**src/rtl/core/chct_ram.sv**
```systemverilog
`default_nettype none
module chct_ram #(
  parameter int unsigned WIDTH = 8,
  parameter int unsigned DEPTH = 256
) (
  input  wire logic                     clk,
  input  wire logic                     we,
  input  wire logic [$clog2(DEPTH)-1:0] waddr,
  input  wire logic [WIDTH-1:0]         wdata,
  input  wire logic                     re,
  input  wire logic [$clog2(DEPTH)-1:0] raddr,
  output logic      [WIDTH-1:0]         rdata
);

  logic [WIDTH-1:0] mem [DEPTH];

  always_ff @(posedge clk) begin
    if (we) begin
      mem[waddr] <= wdata;
    end
    if (re) begin
      rdata <= mem[raddr];
    end
  end

endmodule
`default_nettype wire

```
**config.mk**
```make
export PLATFORM = sky130hd
export DESIGN_NAME = chct_ram
export DESIGN_NICKNAME = d
export VERILOG_FILES = /design/src/rtl/core/chct_ram.sv
export SDC_FILE = /design/constraint.sdc
export NUM_CORES = 2
export LEC_CHECK = 0
export BUFFER_PORTS_ARGS = -buffer_cell sky130_fd_sc_hd__buf_2
export CORE_ASPECT_RATIO = 1.25
export CORE_MARGIN = 4
export CORE_UTILIZATION = 40
export CTS_BUF_LIST = sky130_fd_sc_hd__clkbuf_4 sky130_fd_sc_hd__clkbuf_8
export CTS_CLUSTER_DIAMETER = 150
export DETAILED_ROUTE_END_ITERATION = 16
export PLACE_DENSITY = 0.64
export SLEW_MARGIN = 25
export SYNTH_ARGS = -nofsm -noshare
export SYNTH_HDL_FRONTEND = slang
export SYNTH_SLANG_ARGS = --single-unit
```
**constraint.sdc**
```tcl
create_clock -name clk -period 2.8 [get_ports clk]
set_input_delay 0.7 -clock clk [delete_from_list [all_inputs] [get_ports clk]]
set_output_delay 0.7 -clock clk [all_outputs]
set_load 0.02 [all_outputs]
```
==> impl_metrics.env <==
export IMPL_outcome="complete, but fails checks"
export IMPL_violations="negative setup slack"
export IMPL_num_io_pins=35
export IMPL_finalSetupViolations=1
export IMPL_synth_top_area_share_pct=77.53
export IMPL_synth_simple_area_share_pct=2.625
export IMPL_setup_tns_ps=-4.944
export IMPL_dp_cells=6842
export IMPL_worst_hold_slack_ps=124.7
export IMPL_antenna_found_initial=10
export IMPL_portBuffers=34
export IMPL_start_util_pct=40.34
export IMPL_ys_ff_latch=2056
export IMPL_clk_latency_ps=1020
export IMPL_critPathMaxFanout=20
export IMPL_grt_overflow_total=0
export IMPL_yosys_warnings=0
export IMPL_dp_hpwl_mm=135.2
export IMPL_required_ps=3570
export IMPL_cts_buffers=315
export IMPL_pre_cts_ws_ps=-1490
export IMPL_avgSynthCellArea_um2=21.33
export IMPL_p_leak_uw=0.03073
export IMPL_yosys_top_cells_count="edfxtp_1 (2,056), mux4_2 (454), nor2_1 (282), mux2i_1 (134), a22oi_1 (133)"
export IMPL_clock_path_buffers=4
export IMPL_muxShareOfSynthArea_pct=14.60
export IMPL_ys_seq_area_share_pct=77.53
export IMPL_grt_pass1_wl_mm=295.5
export IMPL_clk_pin_slew_ps=70
export IMPL_pwr_share_comb_pct=5.8
export IMPL_viasPerCell=5.618
export IMPL_synth_area_leaders="edfxtp_1 (78%), mux4_2 (13%), mux2i_1 (1.7%)"
export IMPL_rsz0062_at_grt="false"
export IMPL_coreArea_mm2=0.1974
export IMPL_worstMarginPinSlew_ps=767.0
export IMPL_arrival_ps=3580
export IMPL_synth_xor_area_share_pct=0
export IMPL_drv_slew=0
export IMPL_p_int_uw=48600
export IMPL_grt_use_total_pct=19.61
export IMPL_vias=41507
export IMPL_maxCapViolations=0
export IMPL_start_kind="input port"
export IMPL_hold_class="input port to flop"
export IMPL_synthFlopType="edfxtp_1"
export IMPL_cts_htree_levels=5
export IMPL_first_pass_iters=6
export IMPL_grt_max_degree=81
export IMPL_syn_nets=3760
export IMPL_dieArea_mm2=0.2063
export IMPL_globalplace_congestion=0.8496
export IMPL_ant_nets=0
export IMPL_rows=182
export IMPL_wl_per_cell_um=27.32
export IMPL_peakVddDrop_mv=0.2976
export IMPL_grt_pass1_vias=43166
export IMPL_cts_setup_buffers=0
export IMPL_seqPwrFrac_pct=54.9
export IMPL_p_per_area_mw_per_mm2=656.1
export IMPL_switching_share_pct=21.56
export IMPL_die_y_um=506.9
export IMPL_fin_crit_ps=2805
export IMPL_p_switching_uw=13350
export IMPL_routed_wirelength_mm=201.8
export IMPL_worst_slack_ps=-4.944
export IMPL_die_w_um=407.1
export IMPL_num_nets_final=4611
export IMPL_synthAdderAreaFrac_pct=0
export IMPL_cts_root_buf="clkbuf_8"
export IMPL_cts_sinks=2056
export IMPL_synth_compound_area_share_pct=3.416
export IMPL_fin_cells=7388
export IMPL_cts_tree="built"
export IMPL_route_detailed_drc=0
export IMPL_drive_above_1_share_pct=35.39
export IMPL_fmax_mhz=356.5
export IMPL_synthesis_area_mm2=0.07964
export IMPL_ys_types=54
export IMPL_critical_path_class="input port to flop"
export IMPL_slew_headroom_pct=48.40
export IMPL_power_frac_clock_pct=39.3
export IMPL_synth_top_family_by_area="multiplexers"
export IMPL_hold_violations=0
export IMPL_synth_cells=3733
export IMPL_area_delta_synth_final_pct=18.56
export IMPL_drt_first_iter_violations=4828
export IMPL_synth_edf_count=2056
export IMPL_total_power_uw=61950
export IMPL_fin_crit_sh_pct=100.2
export IMPL_fillers=15952
export IMPL_synthArstFlopShare_pct=0
export IMPL_synth_most_common_cell="edfxtp_1"
export IMPL_synth_largest_area_cell="edfxtp_1"
export IMPL_cp_end_kind="flop"
export IMPL_finalClockSkew_ps=67.64
[layout by cell type, fill, tap and decap left out, drive strengths merged, types with 2 or more instances in the layout]
cell type | Yosys | final
o211ai | 10 | 10
a22o | 8 | 8
bufinv | 0 | 17
a211oi | 16 | 16
mux4 | 456 | 456
o22a | 5 | 5
nor4 | 27 | 27
a31oi | 2 | 2
clkinvlp | 0 | 3
nand2 | 33 | 33
a22oi | 133 | 133
nand4 | 10 | 10
nor2 | 282 | 282
clkinv | 1 | 118
or2 | 4 | 4
nor2b | 31 | 31
mux2i | 134 | 134
o221ai | 47 | 47
o22ai | 28 | 28
o21ai | 12 | 12
edfxtp | 2056 | 2056
buf | 122 | 763
o32ai | 5 | 5
inv | 1 | 7
nand3b | 2 | 2
a311oi | 2 | 2
nor3 | 22 | 22
clkbuf | 111 | 397
a21oi | 96 | 96
a2111oi | 5 | 5
a221oi | 14 | 14
and2 | 6 | 6
and3b | 2 | 2
nand3 | 34 | 34
diode | 0 | 8
nand2b | 8 | 8
[per-layer routing]
| layer | routed length, um | GRT usage (%) | share of wire (%) |
|---|---|---|---|
| met1 | 76580 | 25.68 | 38 |
| met2 | 101700 | 32.73 | 50 |
| met3 | 16240 | 3.567 | 8.0 |
| met4 | 7334 | 7.516 | 3.6 |
| met5 | 0 | 0 | 0 |
[state kept, by name (all words and copies together) (netlist names)]
signal and count:
mem 2048, rdata 8
[metrics by stage]
step	util, %	instance area [um2]
floorplan	-	79640
finish	47.82	94420
detailed placement	44.73	88310
global route	47.82	94410
global placement	44.73	88310
CTS	47.81	94380
[power groups by stage]
stage	Clock (uW)	Sequential, uW	Combinational [uW]
after floorplan	0	34600	1650
after global placement	0	34600	3570
after detailed placement	0	34600	3620
after CTS	24800	34000	3630
after global routing	26300	34000	3800
final	24400	34000	3600
[path summary, 6_finish.rpt]
check | start | end | slack, ps | cells past startpoint
worst max-delay path | raddr[0] | rdata[0]$_DFFE_PP_ | -5 | 11
worst min-delay path | re | rdata[7]$_DFFE_PP_ | 120 | 1
worst max register to register | mem[64][0]$_DFFE_PP_ | rdata[0]$_DFFE_PP_ | 100 | 6
worst min register to register | mem[207][7]$_DFFE_PP_ | rdata[7]$_DFFE_PP_ | 1200 | 5
[worst max-delay path, cell delays in order]
cell and delay (ps):
buf_8 270, buf_12 220, buf_12 220, buf_12 140, buf_4 140, mux4_2 510, a22oi_1 250, a21oi_1 190
nor4_1 590, buf_4 240, nor4_2 40
[cell type report]
| type | count | area (um2) | share of cell area, % |
|---|---|---|---|
| tap | 2576 | 3223 | 3.414 |
| clock buffer | 394 | 4966 | 5.260 |
| inverter | 2 | 7.507 | 0.007951 |
| multi-input combinational | 1442 | 16530 | 17.51 |
| antenna | 8 | 20.02 | 0.02120 |
| sequential | 2056 | 61740 | 65.39 |
| clock inverter | 143 | 1066 | 1.129 |
| timing repair buffer | 767 | 6865 | 7.271 |
[logic make-up (layout without fill, tap and decap cells)]
family,after synthesis,count (layout)
flops,2056,2056
mux,591,591
simple gates,466,466
compound gates,385,385
buf+inv,235,1306
other cells,0,8
[what timing repair did]
action                                 CTS  global route
endpoints found under the hold margin   20             0
gates resized for setup                  6             2
gates cloned                             0             0
setup endpoints to repair                3             2
hold buffers                             1             0
(Power assumes the default switching activity.)
