[config.mk]
export PLATFORM = sky130hd
export DESIGN_NAME = chct_codegen
export DESIGN_NICKNAME = d
export VERILOG_FILES = /design/src/rtl/core/chct_pkg.sv /design/src/rtl/core/chct_codegen.sv
export SDC_FILE = /design/constraint.sdc
export NUM_CORES = 1
export LEC_CHECK = 0
export CAP_MARGIN = 20
export CORE_UTILIZATION = 69
export CTS_CLUSTER_SIZE = 28
export DETAILED_ROUTE_END_ITERATION = 6
export DONT_BUFFER_PORTS = 1
export PLACE_DENSITY = 0.89
export SLEW_MARGIN = 20
export SYNTH_ARGS = -nofsm -noshare
export SYNTH_HDL_FRONTEND = slang
export SYNTH_SLANG_ARGS = --single-unit
[constraint.sdc]
create_clock -name clk -period 12.7 [get_ports clk]
set_input_delay 1.27 -clock clk [delete_from_list [all_inputs] [get_ports clk]]
set_output_delay 1.27 -clock clk [all_outputs]
set_load 0.02 [all_outputs]
[src/rtl/core/chct_pkg.sv]
`default_nettype none
package chct_pkg;

  localparam int unsigned CODE_W    = 16;
  localparam int unsigned LEN_W     = 5;
  localparam int unsigned COUNT_W   = 8;
  localparam int unsigned SYM_W     = 8;
  localparam int unsigned SYM_COUNT = 256;
  localparam int unsigned ENTRY_W   = LEN_W + CODE_W;

  typedef enum logic [1:0] {
    REQ_NEW_TABLE  = 2'd0,
    REQ_LOAD_COUNT = 2'd1,
    REQ_ADD_SYMBOL = 2'd2,
    REQ_LOOKUP     = 2'd3
  } req_t;

  typedef enum logic [1:0] {
    STATUS_OK        = 2'd0,
    STATUS_NOT_FOUND = 2'd1,
    STATUS_NO_SLOT   = 2'd2
  } status_t;

  typedef enum logic {
    ST_IDLE   = 1'b0,
    ST_LOOKUP = 1'b1
  } state_t;

  // Command from the front end to the code generator, valid for one cycle.
  typedef struct packed {
    logic               clear;
    logic               load;
    logic               add;
    logic [LEN_W-1:0]   length_index;
    logic [COUNT_W-1:0] count;
  } gen_cmd_t;

  // Outcome of an append, combinational on the current state.
  typedef struct packed {
    logic              ok;
    logic [CODE_W-1:0] code;
    logic [LEN_W-1:0]  length;
  } gen_rsp_t;

endpackage
`default_nettype wire

[src/rtl/core/chct_codegen.sv]
`default_nettype none
module chct_codegen #(
  parameter int unsigned MAX_SYMBOLS     = 256,
  parameter int unsigned MAX_CODE_LENGTH = 16
) (
  input  wire logic               clk,
  input  wire logic               rst_n,
  input  wire chct_pkg::gen_cmd_t cmd,
  output chct_pkg::gen_rsp_t      rsp
);

  localparam int unsigned LI_W = $clog2(MAX_CODE_LENGTH);
  localparam int unsigned SL_W = $clog2(MAX_SYMBOLS + 1);

  logic [chct_pkg::COUNT_W-1:0] counts_r [MAX_CODE_LENGTH];
  logic [chct_pkg::CODE_W-1:0]  next_code_r, next_code_nxt;
  logic [chct_pkg::LEN_W-1:0]   cur_len_r, cur_len_nxt;
  logic [chct_pkg::COUNT_W-1:0] left_r, left_nxt;
  logic [SL_W-1:0]              loaded_r, loaded_nxt;

  logic [MAX_CODE_LENGTH-1:0]   nz;
  logic [MAX_CODE_LENGTH-1:0]   lowest;
  logic                         found;
  logic [chct_pkg::LEN_W-1:0]   new_len;
  logic [chct_pkg::COUNT_W-1:0] new_left;
  logic                         full;
  logic                         need_len;
  logic [chct_pkg::LEN_W-1:0]   shamt;
  logic [chct_pkg::CODE_W-1:0]  code_use;
  logic [chct_pkg::LEN_W-1:0]   len_use;
  logic                         load_ok;
  logic [chct_pkg::LEN_W-1:0]   idx_m1;

  // Lengths above the current one that still have symbols; the lowest set
  // bit is isolated and encoded with independent OR terms.
  always_comb begin
    for (int i = 0; i < MAX_CODE_LENGTH; i++) begin
      nz[i] = (counts_r[i] != '0) && (chct_pkg::LEN_W'(i + 1) > cur_len_r);
    end
    lowest   = nz & (~nz + MAX_CODE_LENGTH'(1));
    found    = |nz;
    new_len  = '0;
    new_left = '0;
    for (int i = 0; i < MAX_CODE_LENGTH; i++) begin
      new_len  = new_len  | ({chct_pkg::LEN_W{lowest[i]}} & chct_pkg::LEN_W'(i + 1));
      new_left = new_left | ({chct_pkg::COUNT_W{lowest[i]}} & counts_r[i]);
    end
  end

  always_comb begin
    full     = loaded_r >= SL_W'(MAX_SYMBOLS);
    need_len = (left_r == '0);
    shamt    = new_len - cur_len_r;
    code_use = need_len ? chct_pkg::CODE_W'(next_code_r << shamt) : next_code_r;
    len_use  = need_len ? new_len : cur_len_r;
    rsp.ok     = !full && (!need_len || found);
    rsp.code   = code_use;
    rsp.length = len_use;

    next_code_nxt = next_code_r;
    cur_len_nxt   = cur_len_r;
    left_nxt      = left_r;
    loaded_nxt    = loaded_r;
    if (cmd.clear) begin
      next_code_nxt = '0;
      cur_len_nxt   = '0;
      left_nxt      = '0;
      loaded_nxt    = '0;
    end else if (cmd.add && rsp.ok) begin
      next_code_nxt = code_use + chct_pkg::CODE_W'(1);
      cur_len_nxt   = len_use;
      left_nxt      = (need_len ? new_left : left_r) - chct_pkg::COUNT_W'(1);
      loaded_nxt    = loaded_r + SL_W'(1);
    end

    load_ok = cmd.load && (cmd.length_index != '0) &&
              (cmd.length_index <= chct_pkg::LEN_W'(MAX_CODE_LENGTH));
    idx_m1  = cmd.length_index - chct_pkg::LEN_W'(1);
  end

  always_ff @(posedge clk) begin
    if (!rst_n) begin
      next_code_r <= '0;
      cur_len_r   <= '0;
      left_r      <= '0;
      loaded_r    <= '0;
      for (int i = 0; i < MAX_CODE_LENGTH; i++) begin
        counts_r[i] <= '0;
      end
    end else begin
      next_code_r <= next_code_nxt;
      cur_len_r   <= cur_len_nxt;
      left_r      <= left_nxt;
      loaded_r    <= loaded_nxt;
      if (cmd.clear) begin
        for (int i = 0; i < MAX_CODE_LENGTH; i++) begin
          counts_r[i] <= '0;
        end
      end else if (load_ok) begin
        counts_r[idx_m1[LI_W-1:0]] <= cmd.count;
      end
    end
  end

  assert property (@(posedge clk) disable iff (!rst_n)
    (cmd.add && rsp.ok) |=> (cur_len_r != '0))
    else $error("append left no code length started");

  assert property (@(posedge clk) disable iff (!rst_n)
    (loaded_r <= SL_W'(MAX_SYMBOLS)))
    else $error("symbol count exceeds limit");

  assert property (@(posedge clk) disable iff (!rst_n)
    cmd.clear |=> (loaded_r == '0 && left_r == '0 && cur_len_r == '0))
    else $error("new table did not reset the generator");

endmodule
`default_nettype wire

==> results of run 1 <==
[sequential cells by signal, summed over array words and instances, names as in the netlist]
signal	count
counts_r	128
next_code_r	16
loaded_r	9
left_r	8
cur_len_r	5
[through the flow]
step	setup WS [ns]	total power [uW]
after floorplan	5.88	786
after global placement	5.48	834
after detailed placement	5.27	838
after CTS	4.83	1400
after global routing	4.33	1440
final	4.67	1410
[power groups by stage]
| stage | sequential [uW] | clock [uW] | combinational, uW |
|---|---|---|---|
| finish | 633 | 570 | 204 |
| CTS | 632 | 567 | 197 |
| global route | 634 | 589 | 219 |
| floorplan | 631 | 0 | 155 |
| global placement | 641 | 0 | 193 |
| detailed placement | 642 | 0 | 196 |
[worst paths after layout]
kind / startpoint / endpoint / slack [ns]
worst max-delay path: cur_len_r[4] / rsp[20] / 4.67
worst min-delay path: next_code_r[3] / next_code_r[3] / 0.52
worst max register to register: cur_len_r[1] / next_code_r[12] / 5.28
worst min register to register: next_code_r[3] / next_code_r[3] / 0.52
[layout by cell type (no fill, tap or decap), drive strengths merged, types with 10 or more instances in the layout]
cell,synthesis,layout
o21ai,41,41
a211oi,11,11
nand2,90,90
edfxtp,128,128
a31oi,12,12
dfxtp,38,38
a221oi,13,13
mux2i,33,33
clkbuf,39,25
inv,19,22
a21oi,36,36
and3,18,18
nor2,59,59
or4,15,15
a22oi,10,10
nor4,37,37
nor3,19,19
nand3,41,41
and2,131,131
[layout make-up]
type,count,area [sq um],area share [%]
flip-flops and latches,166,4600,44.5
repair buffers,8,55.1,0.532
inverters,19,71.3,0.689
multi-input cells,731,4750,45.9
well taps,176,220,2.13
clock buffers,23,488,4.71
clock inverters,9,163,1.57
[metal layers]
| metal | vias up | track usage [%] |
|---|---|---|
| li1 | 3615 | - |
| met4 | 0 | 17.4 |
| met5 | - | 0 |
| met1 | 3866 | 52.3 |
| met2 | 596 | 63.1 |
| met3 | 117 | 9.89 |
[worst max-delay path: stages (launching register included)]
cell	delay, ns
dfxtp_1	0.76
nor4_2	0.25
o21a_1	0.24
or4_1	0.62
nor4b_1	0.84
nor2_1	0.13
nor4bb_1	0.20
ha_1	0.22
fa_1	1.11
mux2_2	0.31
nor2_1	0.04
a21oi_1	0.35
mux4_2	0.32
nand2_1	0.06
o31ai_1	0.86
[logic make-up (layout without fill, tap and decap cells)]
family / after synthesis / count (layout) / share of synthesized area (%)
multiplexers: 44 / 44 / 5.12
buffers and inverters: 66 / 59 / 2.72
XOR/XNOR: 15 / 15 / 1.37
AND/OR/NAND/NOR: 455 / 455 / 25.8
adder cells (fa/ha/maj): 9 / 9 / 1.25
AO/OA/AOI/OAI: 208 / 208 / 15.8
flip-flops: 166 / 166 / 48.0
==> results.tsv, run 1 <==
metric	value	unit
status	finished clean	
leakage	0.00384	uW
Rows	42	
Antenna Violating Nets Remaining	0	
Yosys top cell by area	edfxtp_1	
Metal-1 WL	10400	um
Post-CTS Setup Bufs	0	
CP max FO	19	
Synth area leaders	edfxtp_1 (40%), and2_1 (8.5%), dfxtp_1 (7.9%)	
H-tree Lvls	4	
ant diodes	0	
TritonCTS clock tree	yes	
Post-Layout Cell Count	1132	
area grow syn2layout	7.87	%
first-pass GRT wire length	43100	um
Yosys warning count	0	
switching power	377	uW
worst setup path class	reg2out	
PwrDens	136	nW/um^2
Max Buffers Root-to-Sink	2	
Setup TNS	0	ns
Cell Area, Placed	9680	sq um
worst-case vdd ir drop	0.150	mV
die area	14400	sq um
Post-Route WL	27600	um
met3 WL post-DR	3290	um
dpl cells	1098	
post-synthesis sequential area ratio	48.0	%
initial detailed-routing violation count	1329	
Worst EP arrival	6.76	ns
Final period util	63.2	%
vias per cell	7.24	
Residual DRC	0	
Avg Cell Area, Syn	9.97	sq um
initial antenna violation count	0	
Clock power frac	40.5	%
Max Transition Viols Final	0	
Critical Path Start Type	flop	
Post-Syn Area	9600	sq um
Post-synth ARST share	0	%
share of layout cells above drive strength 1	7.22	%
Hold Crit Depth	2	
Distinct cells, synth	79	
Post-DP HPWL	19100	um
Comb power frac	14.5	%
Syn Nets	990	
vias in the first global route	7782	
synth cell count leaders	and2_1 (131), edfxtp_1 (128), nand2_1 (90)	
switching share of power	26.8	%
total of max-cap violations	0	
unrepaired setup endpoints after global routing	false	
top routing layer in use	met4	
RePlAce Congestion	1.03	
post-route minimum period	8.03	ns
met2 WL	12800	um
Die Y-Extent	120	um
clock root buffer	clkbuf_16	
vias	8194	
DR pass1 iterations	7	
R2R depth	23	
cell with the most instances after synthesis	and2_1	
total CTS buffers	17	
GRT Util Overall	39.9	%
final core occ	77.3	%
largest net degree at the start of global routing	34	
Hold WC Path Type	reg2reg	
per-cell routed wire length	24.4	um
Post-synth EDFFs	128	
ys flop type	edfxtp_1	
Synth Instances	963	
post-CTS sizing	0	
Ports	40	
Pint	1030	uW
final hold viol count	0	
CP endpoint kind	output port	
Clock Skew	0.00680	ns
Hold WS	0.516	ns
WP data required	11.43	ns
Setup-failing EPs final	0	
# fillers	917	
Synth top area share	40.0	%
register bit total from synthesis	166	
slew of the pin with the lowest slew margin	1.11	ns
Die Wd	120	um
register clock-pin slew on the reported worst setup and hold paths	0.06	ns
clock latency on the worst-skew pair	0.43	ns
Max-slew headroom	25.4	%
Finished Cell Area	10400	sq um
clk sinks	166	
hold_buf cts	0	
total core area	13400	sq um
sequential share of power	45.0	%
final net count	970	
number of buffers added on ports	0	
starting density of the core	71.6	%
Max Freq	125	MHz
Overflow after GRT	0	
No activity file was read; power rests on OpenSTA's default activity.
==> run 2: changes to the inputs <==
--- a/config.mk
+++ b/config.mk
@@ -5,12 +5,13 @@
 export SDC_FILE = /design/constraint.sdc
 export NUM_CORES = 1
 export LEC_CHECK = 0
+export ABC_AREA = 1
 export CAP_MARGIN = 20
-export CORE_UTILIZATION = 69
+export CORE_UTILIZATION = 58
 export CTS_CLUSTER_SIZE = 28
 export DETAILED_ROUTE_END_ITERATION = 6
 export DONT_BUFFER_PORTS = 1
-export PLACE_DENSITY = 0.89
+export PLACE_DENSITY = 0.8
 export SLEW_MARGIN = 20
 export SYNTH_ARGS = -nofsm -noshare
 export SYNTH_HDL_FRONTEND = slang
==> constraint.sdc (replaced) <==
create_clock -name clk -period 6.8 [get_ports clk]
set_input_delay 0.68 -clock clk [delete_from_list [all_inputs] [get_ports clk]]
set_output_delay 0.68 -clock clk [all_outputs]
set_load 0.02 [all_outputs]
==> results.tsv, run 2 <==
metric	value	unit	change
per-cell routed wire length	18.1	um	-26%
register clock-pin slew on the reported worst setup and hold paths	0.06	ns	about the same
hold path startpoint	loaded_r[4]		
Largest regs	counts_r (128), next_code_r (16), loaded_r (9)		
Post-Syn Area	9960	sq um	+3.7%
status	finished clean		
initial antenna violation count	0		unchanged
Post-synth EDFFs	128		unchanged
simple-gate area share of the yosys netlist	34.5	%	+8.7 points
Post-DP HPWL	21000	um	+9.8%
number of buffers added on ports	0		unchanged
vias	9150		+12%
Hold WC Path Type	reg2reg		
post-route minimum period	5.98	ns	
vias in the first global route	8337		+7.1%
total of max-cap violations	0		unchanged
register bit total from synthesis	166		unchanged
hold_buf cts	0		unchanged
clock root buffer	clkbuf_16		
slew of the pin with the lowest slew margin	0.912	ns	-0.195 ns
Residual DRC	0		unchanged
first-pass GRT wire length	44300	um	+2.8%
Yosys top cell by area	edfxtp_1		
main combinational cell family by area after synthesis	simple AND/OR/NAND/NOR gates		
Overflow after GRT	0		unchanged
R2R depth	28		+22%
post-synthesis sequential area ratio	46.2	%	-1.7 points
Syn Nets	1389		+40%
clk sinks	166		unchanged
GRT Util Overall	33.4	%	-6.6 points
Rows	47		+12%
die area	17700	sq um	+23%
Max-slew headroom	38.5	%	+13 points
vias per cell	5.77		-20%
RePlAce Congestion	1.07		+3.9%
Synth Area in Compound Gates	9.24	%	-6.5 points
final core occ	64.7	%	-13 points
worst r2r src	cur_len_r[4]		
worst-case vdd ir drop	0.197	mV	+32%
Post-Synth Adder-Cell Area	1.21	%	-0.045 points
total CTS buffers	17		unchanged
Ports	40		unchanged
Worst EP arrival	5.30	ns	-1.46 ns
H-tree Lvls	4		unchanged
Max Freq	167	MHz	
area grow syn2layout	8.19	%	
Max Transition Viols Final	0		unchanged
initial detailed-routing violation count	1194		-10%
Max Buffers Root-to-Sink	2		unchanged
starting density of the core	59.8	%	-12 points
WP data required	6.12	ns	-5.31 ns
Synth area leaders	edfxtp_1 (39%), nor2_1 (13%), nand2_1 (12%)		
unrepaired setup endpoints after global routing	false		
Post-Route WL	28700	um	+4.0%
xor/xnor share of the synthesized area	0.792	%	-0.58 points
clock latency on the worst-skew pair	0.44	ns	about the same
total core area	16600	sq um	+24%
most common cell after layout, fill and taps aside	nor2_1		
Die Y-Extent	133	um	+11%
hold-critical path endpoint	loaded_r[4]		
DR pass1 iterations	6		-1
PwrDens	269	nW/um^2	+98%
max reg flops	128		unchanged
final hold viol count	0		unchanged
most flop-heavy register	counts_r		
worst r2r dst	next_code_r[13]		
Synth top area share	38.6	%	-1.4 points
CP endpoint kind	output port		
worst setup path class	reg2out		
synth cell count leaders	nor2_1 (332), nand2_1 (321), inv_1 (163)		
Die Wd	133	um	+11%
ys flop type	edfxtp_1		
Synth Instances	1362		+41%
most frequent cells in the layout	nor2_1 (330), nand2_1 (321), inv_1 (163)		
Antenna Violating Nets Remaining	0		unchanged
cell with the most instances after synthesis	nor2_1		
CP max FO	17		-2
Hold Crit Depth	2		unchanged
Clock Skew	0.0110	ns	+0.00417 ns
Distinct cells, synth	50		-37%
Setup TNS	0	ns	unchanged
final net count	1381		+42%
TritonCTS clock tree	yes		
share of layout cells above drive strength 1	7.10	%	-0.12 points
Critical Path Start Type	flop		
Setup-failing EPs final	0		unchanged
mux cell area share after synthesis	0.101	%	-5.0 points
r2r setup slk	1.20	ns	-4.08 ns
Final period util	87.9	%	
Post-synth ARST share	0	%	unchanged
ant diodes	0		unchanged
Avg Cell Area, Syn	7.31	sq um	-27%
largest net degree at the start of global routing	40		+18%
leakage	0.00465	uW	+21%
Yosys warning count	0		unchanged
-- run 2: worst max path at each step --
stage,start,to,slack (ns),cells after the start
global placement,cur_len_r[4],next_code_r[14],1.00,29
floorplan,cur_len_r[4],next_code_r[13],2.18,31
detailed placement,cur_len_r[4],next_code_r[9],0.86,27
CTS,cur_len_r[4],rsp[18],0.50,20
finish,cur_len_r[4],rsp[18],0.82,20
global route,counts_r[6][0],rsp[18],0.35,21
-- run 2: layout make-up --
type / count / area, sq um
fillers: 1438 / 5870
flip-flops and latches: 166 / 4600
multi-input cells: 987 / 4580
inverters: 175 / 659
clock buffers: 18 / 429
well taps: 220 / 275
clock inverters: 14 / 173
repair buffers: 7 / 52.6
-- run 2: cells by family (layout without fill, tap and decap cells) --
logic type / count (synthesis) / in the layout
simple gates: 810 / 810
mux: 1 / 1
compound gates: 158 / 158
xor+xnor: 9 / 9
buf+inv: 209 / 214
flops: 166 / 166
fa+ha+maj: 9 / 9
-- run 2: layer usage --
layer  track usage, %  part of all wire [%]
met5                0                     0
met1             44.4                    42
met2             53.1                    46
met4             14.3                   3.1
met3             6.59                   8.8
-- run 2: worst max-delay path, stage by stage (launching register included) --
cell	delay (ns)
dfxtp_1	0.54
inv_2	0.19
nand2_2	0.16
inv_2	0.05
o21ai_0	0.13
nand4_1	0.19
nor2_2	0.25
nand2_1	0.12
nor2_1	0.39
nor2_1	0.13
nand4_1	0.14
inv_1	0.06
ha_1	0.21
fa_1	0.43
xnor2_2	0.50
inv_1	0.38
o21ai_0	0.33
nor2_1	0.07
a21oi_1	0.19
nand2_1	0.07
o21ai_0	0.33
-- run 2: where the power goes --
group	internal [uW]	switching [uW]	total [uW]	leakage, uW
clock network	582	421	1000	0.000287
registers	1140	36.2	1180	0.00170
logic	187	534	721	0.00266
total	1910	991	2900	0.00465
-- run 2: timing repair --
action	in CTS	in global routing
gates resized for setup	0	1
setup endpoints to repair	0	1
hold endpoints to repair	0	0
setup buffers	0	0
-- run 2: per-stage QoR --
| step | power (uW) | instance area [sq um] | setup WS, ns | std cells | hold slack [ns] |
|---|---|---|---|---|---|
| finish | 2900 | 10800 | 0.822 | 1587 | 0.485 |
| global route | 3010 | 10800 | 0.348 | 1587 | 0.498 |
| CTS | 2880 | 10800 | 0.496 | 1587 | 0.483 |
| detailed placement | 1900 | 10200 | 0.864 | 1555 | 0.472 |
| global placement | 1890 | 10200 | 1.00 | 1555 | 0.454 |
| floorplan | 1730 | 9960 | 2.18 | 1362 | 0.436 |
